**config.mk**
```make
export PLATFORM = sky130hd
export DESIGN_NAME = lru_key_value_cache_core
export DESIGN_NICKNAME = d
export VERILOG_FILES = /design/src/rtl/core/lkvc_pkg.sv /design/src/rtl/core/lru_key_value_cache_core.sv
export SDC_FILE = /design/constraint.sdc
export NUM_CORES = 1
export LEC_CHECK = 0
export ABC_AREA = 1
export BUFFER_PORTS_ARGS = -buffer_cell sky130_fd_sc_hd__buf_2
export CORE_MARGIN = 3
export CORE_UTILIZATION = 30
export CTS_CLUSTER_DIAMETER = 150
export CTS_CLUSTER_SIZE = 25
export DETAILED_ROUTE_END_ITERATION = 8
export GPL_TIMING_DRIVEN = 1
export PLACE_DENSITY = 0.55
export SYNTH_ARGS = -nofsm -noshare
export SYNTH_HDL_FRONTEND = slang
export SYNTH_SLANG_ARGS = --single-unit
export TNS_END_PERCENT = 30
```
**constraint.sdc**
```tcl
create_clock -name clk -period 12.8 [get_ports clk]
set_input_delay 1.92 -clock clk [delete_from_list [all_inputs] [get_ports clk]]
set_output_delay 1.92 -clock clk [all_outputs]
set_load 0.005 [all_outputs]
```
**src/rtl/core/lkvc_pkg.sv**
```systemverilog
// Shared constants and types for the LRU key-value cache.
package lkvc_pkg;

  localparam int ENTRIES_DEF = 16;
  localparam int CAP_W       = 5;
  localparam int KEY_W       = 32;
  localparam int VAL_W       = 32;

  localparam logic [CAP_W-1:0] CAP_RESET  = 5'd16;
  localparam logic [VAL_W-1:0] MISS_VALUE = 32'hFFFF_FFFF;

  localparam logic REQ_GET = 1'b0;
  localparam logic REQ_PUT = 1'b1;

  // Request tdata: lookup_key, write_value.
  localparam int S_TDATA_W = KEY_W + VAL_W;

  // Result tdata: hit, read_value, evicted, evicted_key, zero fill.
  localparam int HIT_BIT   = 0;
  localparam int VAL_LSB   = 1;
  localparam int EVICT_BIT = VAL_LSB + VAL_W;
  localparam int EVKEY_LSB = EVICT_BIT + 1;
  localparam int M_USED_W  = EVKEY_LSB + KEY_W;
  localparam int M_TDATA_W = ((M_USED_W + 7) / 8) * 8;

  typedef enum logic [4:0] {
    ST_IDLE   = 5'b00001,
    ST_SCAN   = 5'b00010,
    ST_DECIDE = 5'b00100,
    ST_AGE    = 5'b01000,
    ST_RESP   = 5'b10000
  } lkvc_state_t;

endpackage

```
**src/rtl/core/lru_key_value_cache_core.sv**
```systemverilog
// Top level of the fully associative LRU key-value cache.
//
// Requests enter on the s_axis channel: tuser carries the kind (get or put),
// tdata carries the key and the value to store. Each request gives exactly
// one result on the m_axis channel: hit flag, read value, evicted flag and
// evicted key. capacity is written through cfg_wr_en / cfg_wr_data; the
// user must write it only while the block is idle, which the block itself
// does not enforce. Zero acts as 1 and values above ENTRIES act as ENTRIES.
//
// One request is handled at a time. A single key comparator walks the key
// memory one entry per cycle, the decide state commits the decision, then
// a rank sweep ages the recency ranks one entry per cycle; a get that
// misses skips the rank sweep. s_axis_tready is high only while idle. The
// result waits in an output register; a new request may be accepted while
// it waits, and its own result holds until the register frees. Reset
// clears all valid marks, the fill count and capacity (back to 16); keys,
// values and ranks are not cleared.
module lru_key_value_cache_core #(
  parameter int ENTRIES = lkvc_pkg::ENTRIES_DEF
) (
  input  logic                            clk,
  input  logic                            rst,
  input  logic                            cfg_wr_en,
  input  logic [lkvc_pkg::CAP_W-1:0]      cfg_wr_data,    // capacity
  input  logic                            s_axis_tvalid,
  output logic                            s_axis_tready,
  input  logic [lkvc_pkg::S_TDATA_W-1:0]  s_axis_tdata,   // lookup_key, write_value
  input  logic                            s_axis_tuser,   // req_type
  output logic                            m_axis_tvalid,
  input  logic                            m_axis_tready,
  output logic [lkvc_pkg::M_TDATA_W-1:0]  m_axis_tdata    // hit, read_value, evicted,
                                                          // evicted_key, zero fill
);
  import lkvc_pkg::*;

  localparam int IW   = (ENTRIES > 1) ? $clog2(ENTRIES) : 1;
  localparam int RW   = IW;
  localparam int CNTW = $clog2(ENTRIES + 1);
  localparam int CMPW = (CNTW > CAP_W) ? CNTW : CAP_W;

  lkvc_state_t state;

  logic [CAP_W-1:0]   capacity;
  logic [ENTRIES-1:0] entry_valid;
  logic [CNTW-1:0]    fill_count;
  logic [CNTW-1:0]    idx;
  logic [IW-1:0]      pidx;
  logic               pvalid;

  // Memories
  logic [KEY_W-1:0] key_mem  [ENTRIES];
  logic [VAL_W-1:0] val_mem  [ENTRIES];
  logic [RW-1:0]    rank_mem [ENTRIES];
  logic [KEY_W-1:0] key_rd;
  logic [VAL_W-1:0] val_rd;
  logic [RW-1:0]    rank_rd;

  // Request and scan results
  logic             req_put;
  logic [KEY_W-1:0] req_key;
  logic [VAL_W-1:0] req_val;
  logic             found;
  logic [IW-1:0]    found_idx;
  logic [RW-1:0]    found_rank;
  logic             free;
  logic [IW-1:0]    free_idx;
  logic             any;
  logic [IW-1:0]    best_idx;
  logic [RW-1:0]    best_rank;
  logic [KEY_W-1:0] best_key;

  // Rank sweep controls and result
  logic [IW-1:0]    target;
  logic [RW-1:0]    thr;
  logic             age_all;
  logic             res_hit;
  logic [VAL_W-1:0] res_value;
  logic             use_mem;
  logic             res_evict;
  logic [KEY_W-1:0] res_ev_key;

  logic [IW-1:0]    rd_addr;
  logic             idx_done;
  logic             key_match;
  logic [CMPW-1:0]  cap_ext;
  logic [CMPW-1:0]  eff_cap;
  logic             fill_ok;
  logic             take_free;
  logic             do_evict;
  logic             new_entry;
  logic [IW-1:0]    new_slot;
  logic [RW-1:0]    rank_new;
  logic             out_free;
  logic             s_acc;

  assign s_axis_tready = (state == ST_IDLE);
  assign s_acc         = s_axis_tvalid && s_axis_tready;
  assign out_free      = !m_axis_tvalid || m_axis_tready;
  assign idx_done      = (idx == CNTW'(ENTRIES));
  assign rd_addr       = idx_done ? '0 : idx[IW-1:0];
  assign key_match     = pvalid && entry_valid[pidx] && (key_rd == req_key);

  assign cap_ext = CMPW'(capacity);
  always_comb begin
    if (cap_ext == '0) begin
      eff_cap = CMPW'(1);
    end else if (cap_ext > CMPW'(ENTRIES)) begin
      eff_cap = CMPW'(ENTRIES);
    end else begin
      eff_cap = cap_ext;
    end
  end

  assign fill_ok   = CMPW'(fill_count) < eff_cap;
  assign take_free = fill_ok && free;
  assign do_evict  = !take_free && any;
  assign new_entry = !do_evict;
  assign new_slot  = take_free ? free_idx : (any ? best_idx : '0);

  always_comb begin
    if (pidx == target) begin
      rank_new = '0;
    end else if (entry_valid[pidx] && (age_all || rank_rd < thr)) begin
      rank_new = rank_rd + RW'(1);
    end else begin
      rank_new = rank_rd;
    end
  end

  // Control
  always_ff @(posedge clk) begin
    if (rst) begin
      state         <= ST_IDLE;
      capacity      <= CAP_RESET;
      entry_valid   <= '0;
      fill_count    <= '0;
      m_axis_tvalid <= 1'b0;
      idx           <= '0;
      pvalid        <= 1'b0;
    end else begin
      if (cfg_wr_en) begin
        capacity <= cfg_wr_data;
      end
      // Load a new result, else hold the waiting one until taken.
      m_axis_tvalid <= ((state == ST_RESP) && out_free) ||
                       (m_axis_tvalid && !m_axis_tready);
      pvalid <= ((state == ST_SCAN) || (state == ST_AGE)) && !idx_done;
      unique case (state)
        ST_IDLE: begin
          idx <= '0;
          if (s_acc) begin
            state <= ST_SCAN;
          end
        end
        ST_SCAN: begin
          if (idx_done) begin
            state <= ST_DECIDE;
          end else begin
            idx <= idx + CNTW'(1);
          end
        end
        ST_DECIDE: begin
          idx <= '0;
          if (req_put && !found && new_entry) begin
            entry_valid[new_slot] <= 1'b1;
            fill_count            <= fill_count + CNTW'(1);
          end
          state <= (!req_put && !found) ? ST_RESP : ST_AGE;
        end
        ST_AGE: begin
          if (idx_done) begin
            state <= ST_RESP;
          end else begin
            idx <= idx + CNTW'(1);
          end
        end
        ST_RESP: begin
          if (out_free) begin
            state <= ST_IDLE;
          end
        end
        default: state <= ST_IDLE;
      endcase
    end
  end

  // Datapath
  always_ff @(posedge clk) begin
    pidx <= rd_addr;
    if (s_acc) begin
      req_put <= (s_axis_tuser == REQ_PUT);
      req_key <= s_axis_tdata[KEY_W-1:0];
      req_val <= s_axis_tdata[KEY_W +: VAL_W];
      found   <= 1'b0;
      free    <= 1'b0;
      any     <= 1'b0;
    end
    if (state == ST_SCAN && pvalid) begin
      if (key_match && !found) begin
        found      <= 1'b1;
        found_idx  <= pidx;
        found_rank <= rank_rd;
      end
      if (!entry_valid[pidx] && !free) begin
        free     <= 1'b1;
        free_idx <= pidx;
      end
      if (entry_valid[pidx] && (!any || rank_rd > best_rank)) begin
        any       <= 1'b1;
        best_idx  <= pidx;
        best_rank <= rank_rd;
        best_key  <= key_rd;
      end
    end
    if (state == ST_DECIDE) begin
      if (!req_put) begin
        res_hit    <= found;
        res_value  <= MISS_VALUE;
        use_mem    <= found;
        res_evict  <= 1'b0;
        res_ev_key <= '0;
        target     <= found_idx;
        thr        <= found_rank;
        age_all    <= 1'b0;
      end else if (found) begin
        res_hit    <= 1'b1;
        res_value  <= '0;
        use_mem    <= 1'b0;
        res_evict  <= 1'b0;
        res_ev_key <= '0;
        target     <= found_idx;
        thr        <= found_rank;
        age_all    <= 1'b0;
      end else begin
        res_hit    <= 1'b0;
        res_value  <= '0;
        use_mem    <= 1'b0;
        res_evict  <= do_evict;
        res_ev_key <= do_evict ? best_key : '0;
        target     <= new_slot;
        age_all    <= 1'b1;
      end
    end
    if (state == ST_RESP && out_free) begin
      m_axis_tdata <= M_TDATA_W'({res_ev_key, res_evict,
                                  (use_mem ? val_rd : res_value), res_hit});
    end
  end

  // Key, value and rank memories
  always_ff @(posedge clk) begin
    if (state == ST_DECIDE && req_put) begin
      if (found) begin
        val_mem[found_idx] <= req_val;
      end else begin
        val_mem[new_slot] <= req_val;
        key_mem[new_slot] <= req_key;
      end
    end
    if (state == ST_AGE && pvalid) begin
      rank_mem[pidx] <= rank_new;
    end
    key_rd  <= key_mem[rd_addr];
    rank_rd <= rank_mem[rd_addr];
    val_rd  <= val_mem[found_idx];
  end

endmodule

```
### Yosys cells after proc, flatten, opt, wreduce, memory -nomap -nowiden

Memories as Yosys holds them, arrays and structs flattened. A register that Yosys moved wholly into a read port is not among the register bits.
Index checks and enable logic that the tools add are counted.

* register bits after elaboration: 304
* memory bits (writable): 1088
* input bits: 75
* output and inout port bits: 74
* word-level logic and storage cells: 153
* memories kept: 3

Memory list
* key_mem: depth 16, bits a word 32, rd ports 1, clocked after memory_dff 1, write ports 1, RTL line lru_key_value_cache_core.sv:51 `logic [KEY_W-1:0] key_mem [ENTRIES];`
* val_mem: depth 16, bits a word 32, rd ports 1, clocked after memory_dff 1, write ports 1, RTL line lru_key_value_cache_core.sv:52 `logic [VAL_W-1:0] val_mem [ENTRIES];`
* rank_mem: depth 16, bits a word 4, rd ports 1, clocked after memory_dff 1, write ports 1, RTL line lru_key_value_cache_core.sv:53 `logic [RW-1:0] rank_mem [ENTRIES];`

* $add $sub $neg: 3
* magnitude comparators: 7
* equal/unequal tests: 14
* muxes and demuxes: 46
* bitwise logic cells: 3
* reduce and logical (&&, ||, !) cells: 48

Operators with widths (count)
* $mux W32: 3
* $mux W4: 10
* $mux W5: 8
* $eq A32 B32 Y1: 1
* $reduce_or A32 Y1: 1
* $pmux W5 S5: 1
* $mux W1: 21
* $logic_and A1 B1 Y1: 19
* $or A16 B16 Y16: 1
* $reduce_and A2 Y1: 6
* $add A5 B1 Y5 const B: 2
* $eq A5 B5 Y1 const B: 2
* $logic_not A1 Y1: 10
* $lt A4 B5 Y1 const B: 2
* $pmux W5 S2: 1
* $ne A2 B2 Y1 const B: 4
* $reduce_or A2 Y1: 3
* $eq A5 B1 Y1 const B: 1
* $eq A5 B2 Y1 const B: 1
* $eq A5 B3 Y1 const B: 1
* $eq A5 B4 Y1 const B: 1
* $gt A5 B5 Y1 const B: 1
* $logic_not A5 Y1: 1
* $logic_or A1 B1 Y1: 5
* other kinds (13): 15

### Logic depth before layout (Yosys ltp)

* depth after elaboration: 11
* gate-level depth with buffers: 15
* gate-level depth less buffers: 15

### Least setup slack after synthesis

Ideal clock, no wire load.

* path type: input to register
* start point: input m_axis_tready
* end point: register m_axis_tdata[0] in the netlist's numbering, enable pin
* setup time: 512 ps
* arrival time: 5187 ps
* data required time: 12288 ps
* path slack: 7101 ps
* cell stages on the path: 2
* buffers on the path: 0
* cell sequence: inv_1 a21oi_1

* longest elaborated chain between the ends: 2

Ends and longest elaborated chain
* start, declared: RTL line lru_key_value_cache_core.sv:30 `input logic m_axis_tready,`
* $logic_or A1 B1 Y1: RTL line lru_key_value_cache_core.sv:98 `assign out_free = !m_axis_tvalid || m_axis_tready;`
* $logic_and A1 B1 Y1: RTL line lru_key_value_cache_core.sv:244 `if (state == ST_RESP && out_free) begin`
* end signal, assigned: RTL line lru_key_value_cache_core.sv:245 `m_axis_tdata <= M_TDATA_W'({res_ev_key, res_evict,`
* end, declared: RTL line lru_key_value_cache_core.sv:31 `output logic [lkvc_pkg::M_TDATA_W-1:0] m_axis_tdata`

Every way passes these cells.
A chain may end at the register's enable or synchronous reset.

### Worst setup path in the final report

* start point: register idx[2]
* end point: register key_rd[27], read port of key_mem

* longest elaborated chain between the ends: 2

Ends and longest elaborated chain
* start, declared: RTL line lru_key_value_cache_core.sv:46 `logic [CNTW-1:0] idx;`
* start signal, assigned: RTL line lru_key_value_cache_core.sv:159 `idx <= idx + CNTW'(1);`
* start signal, assigned: RTL line lru_key_value_cache_core.sv:174 `idx <= idx + CNTW'(1);`
* $eq A5 B5 Y1: RTL line lru_key_value_cache_core.sv:99 `assign idx_done = (idx == CNTW'(ENTRIES));`
* $mux W4 *: RTL line lru_key_value_cache_core.sv:100 `assign rd_addr = idx_done ? '0 : idx[IW-1:0];`
* end, declared: RTL line lru_key_value_cache_core.sv:54 `logic [KEY_W-1:0] key_rd;`

Mark *: on every way between the ends. The rest lies on a longest branch, timed or not.

==> results.yml <==
worst_hold_path:
  whs_path_depth: 0
  worstHoldPathType: "flip-flop to flip-flop"
global_route:
  antenna_found_initial: 7
  grt-ovfl-total: 0
  first_global_vias: 30880
  grt_start_max_net_pins: 202
  grt_pass1_wl_um: 207700
  track_usage_pct: 14.69
timing:
  tightest_slew_ps: 1185
  max_freq_mhz: 214.3
  post-route-min-period_ps: 4667
  setup_viol: 0
  min_period_over_period_pct: 36.46
  hold_viol: 0
  fin_skew_ps: 43.21
  slew_viol_final: 0
  relSlewSlack_pct: 20.74
  finalSetupTns_ps: 0
  grt_setup_unrepaired: "false"
cells_and_area:
  final_common_cell: "edfxtp_1"
  fillCellCount: 17796
  multiInputGateArea_sq_um: 11410
  final_cell_mix: "1316 x edfxtp_1, 455 x o21ai_0, 389 x nor2_1"
  regArea_sq_um: 41780
  layout.nets: 4163
  utilization_pct: 33.25
  drive_gt1_share_pct: 9.292
  area_growth_pct: 9.782
cts:
  worst_skew_pair.late_latency_ps: 690
  ctsHoldBuffers: 0
  clk_pin_slew_ps: 100
  clock-root-buffer: "clkbuf_16"
  htree_num_levels: 3
  cts_resized: 0
  clock-sinks: 1429
  tritoncts: "done"
  cts_buffers: 67
  post-cts-setup-buffers: 0
  clk_path_buf_depth: 3
logic_synthesis:
  synth-edff-count: 1316
  synth_compound_area_share_pct: 9.607
  ys.flop_type: "edfxtp_1"
  yosysUniqueCellTypes: 44
  synth_simple_gate_area_share_pct: 7.561
  synth_mux_area_share_pct: 2.331
  syn_area_per_cell_sq_um: 13.70
  synth_top_family_by_area: "compound AO/OA/AOI/OAI gates"
  syn_area_sq_um: 54980
  synth_top_cell_by_area: "edfxtp_1"
  synth_area_leaders: "edfxtp_1 72%, o21ai_0 4.1%, dfxtp_1 4.1%"
  async_flop_share_pct: 0
  ys_warn_count: 0
  synth-xor-area-share_pct: 0.3505
  syn_inst: 4014
  synth-seq-area-share_pct: 76.00
  synthAdderAreaFrac_pct: 0.3414
  synth_top_area_share_pct: 71.88
  ys_seq_elements: 1429
detailed_routing:
  wirelength_um: 140400
  post_drt_wl_per_cell_um: 21.63
  vias: 31765
  first_pass_iters: 5
  drt_iter0_markers: 2866
  ant_nets: 0
  vias_per_cell: 4.892
  drc: 0
die:
  rows: 156
  initial_utilization_pct: 30.29
  pin_count: 149
  coreArea_sq_um: 181500
  fp.dieW_um: 434.1
  die_y_um: 434.1
  die-area_sq_um: 188400
power_and_ir_drop:
  power_density_nw_per_um2: 134.6
  ir_worst_vdd_uv: 83.30
  p_leak_nw: 20.08
placed_design:
  routabilityCongestion: 0.7823
  dp_hpwl_um: 74570
  io_buffers: 142
setup_path:
  cpMostUsedCell: "buf_4"
  start_kind: "flip-flop"
  critPathKind: "flip-flop to flip-flop"
  crit_required_ps: 13360
  cpMaxStageDelayCell: "clkinv_2"
  cp_cell_sequence: "nor2_4 > buf_4 > nand3_2 > nand2_4 > clkinv_2 > buf_4 > o21ai_0 > o22ai_1 > nand2_1 > nand4_1"
  crit_path_max_incr_delay_ps: 980
  path_depth: 10
  worst-r2r-cell-count: 10
  crit_family: "buffers and inverters"
  critPathMaxFanout: 83
  end_kind: "flip-flop"
  arrival_ps: 5230
  critPathBufInv: 3
status:
  status: "completed"
flow_run:
  maxCapViolations: 0
## cell type report
cell class                      count  area share, %
Sequential cell                  1429          69.23
Clock buffer                      110          3.062
Inverter                          265          1.679
Multi-Input combinational cell   2099          18.90
Tap cell                         2370          4.913
Antenna cell                        1       0.004146
Timing Repair Buffer              211          2.057
Clock inverter                      8         0.1596
## power by group
part           leakage, nW  switching (W)  internal [W]
Combinational         6.38       0.000210     0.0000738
Clock                0.928        0.00144       0.00102
Sequential            12.8       0.000138       0.00524
## metrics by stage
stage	instance area (sq um)	cells	worst slack (ps)	hold slack [ps]	total power, W
after floorplan	54990	4019	7101	400.3	0.005593
after global placement	58410	6374	8217	401.7	0.005767
after detailed placement	58410	6374	8126	404.5	0.005774
after CTS	60350	6492	8132	427.3	0.008203
after global routing	60350	6493	7842	432.3	0.008409
final	60350	6493	8133	425.4	0.008123
## logic make-up (layout without fill, tap and decap cells)
logic type	count (synthesis)	count (layout)
xor gates and xnor gates	22	22
buffers and inverters	491	594
and+or+nand+nor	983	983
DFF	1429	1429
adders and majority gates	15	15
muxes	128	128
other	1	7
AOI/OAI and AO/OA	945	945
## worst reg2reg max path, stage by stage, from the launching register on
cell and delay [ps]:
dfxtp_1 410, nor2_4 130, buf_4 630, nand3_2 320, nand2_4 730, clkinv_2 1010
buf_4 800, o21ai_0 250, o22ai_1 110, nand2_1 70, nand4_1 90
## final timing paths
check	from	end	slack, ps
worst min-delay path	res_ev_key[23]$_SDFFCE_PP0P_	m_axis_tdata[57]$_DFFE_PP_	430
worst max register to register	idx[2]$_SDFFE_PP0P_	key_rd[27]$_DFF_P_	8130
worst max-delay path	idx[2]$_SDFFE_PP0P_	key_rd[27]$_DFF_P_	8130
worst min register to register	res_ev_key[23]$_SDFFCE_PP0P_	m_axis_tdata[57]$_DFFE_PP_	430
## synth_stat cells, types with 12 or more instances
master and n:
o211ai_1 128, o21ai_0 455, a21oi_1 166, o22ai_1 145, buf_2 74, ha_1 15, or2_2 12, nor2_1 424
nand3_1 70, nand2_1 378, edfxtp_1 1316, nand4_1 50, buf_4 31, inv_1 256, clkbuf_1 104, dfxtp_1 113
buf_1 12, mux2i_1 128, o21ai_1 36
## layer usage
layer / share of wire (%) / GRT usage, % / up-vias
met5: 0 / 0 / -
met4: 2.9 / 4.266 / 0
met3: 4.7 / 1.804 / 174
met2: 49 / 25.17 / 869
met1: 43 / 19.53 / 16039
li1: - / - / 14683
## sequential cells by signal, indices dropped and copies added (netlist names), 5 cells and up
signal        flops
fill_count        5
m_axis_tdata     66
res_ev_key       32
cap_ext           5
val_rd           32
idx               5
best_key         32
req_key          32
rank_mem         64
key_rd           32
state             5
req_val          32
key_mem         512
val_mem         512
entry_valid      16
Note: power is estimated with default switching activity, not from simulation.
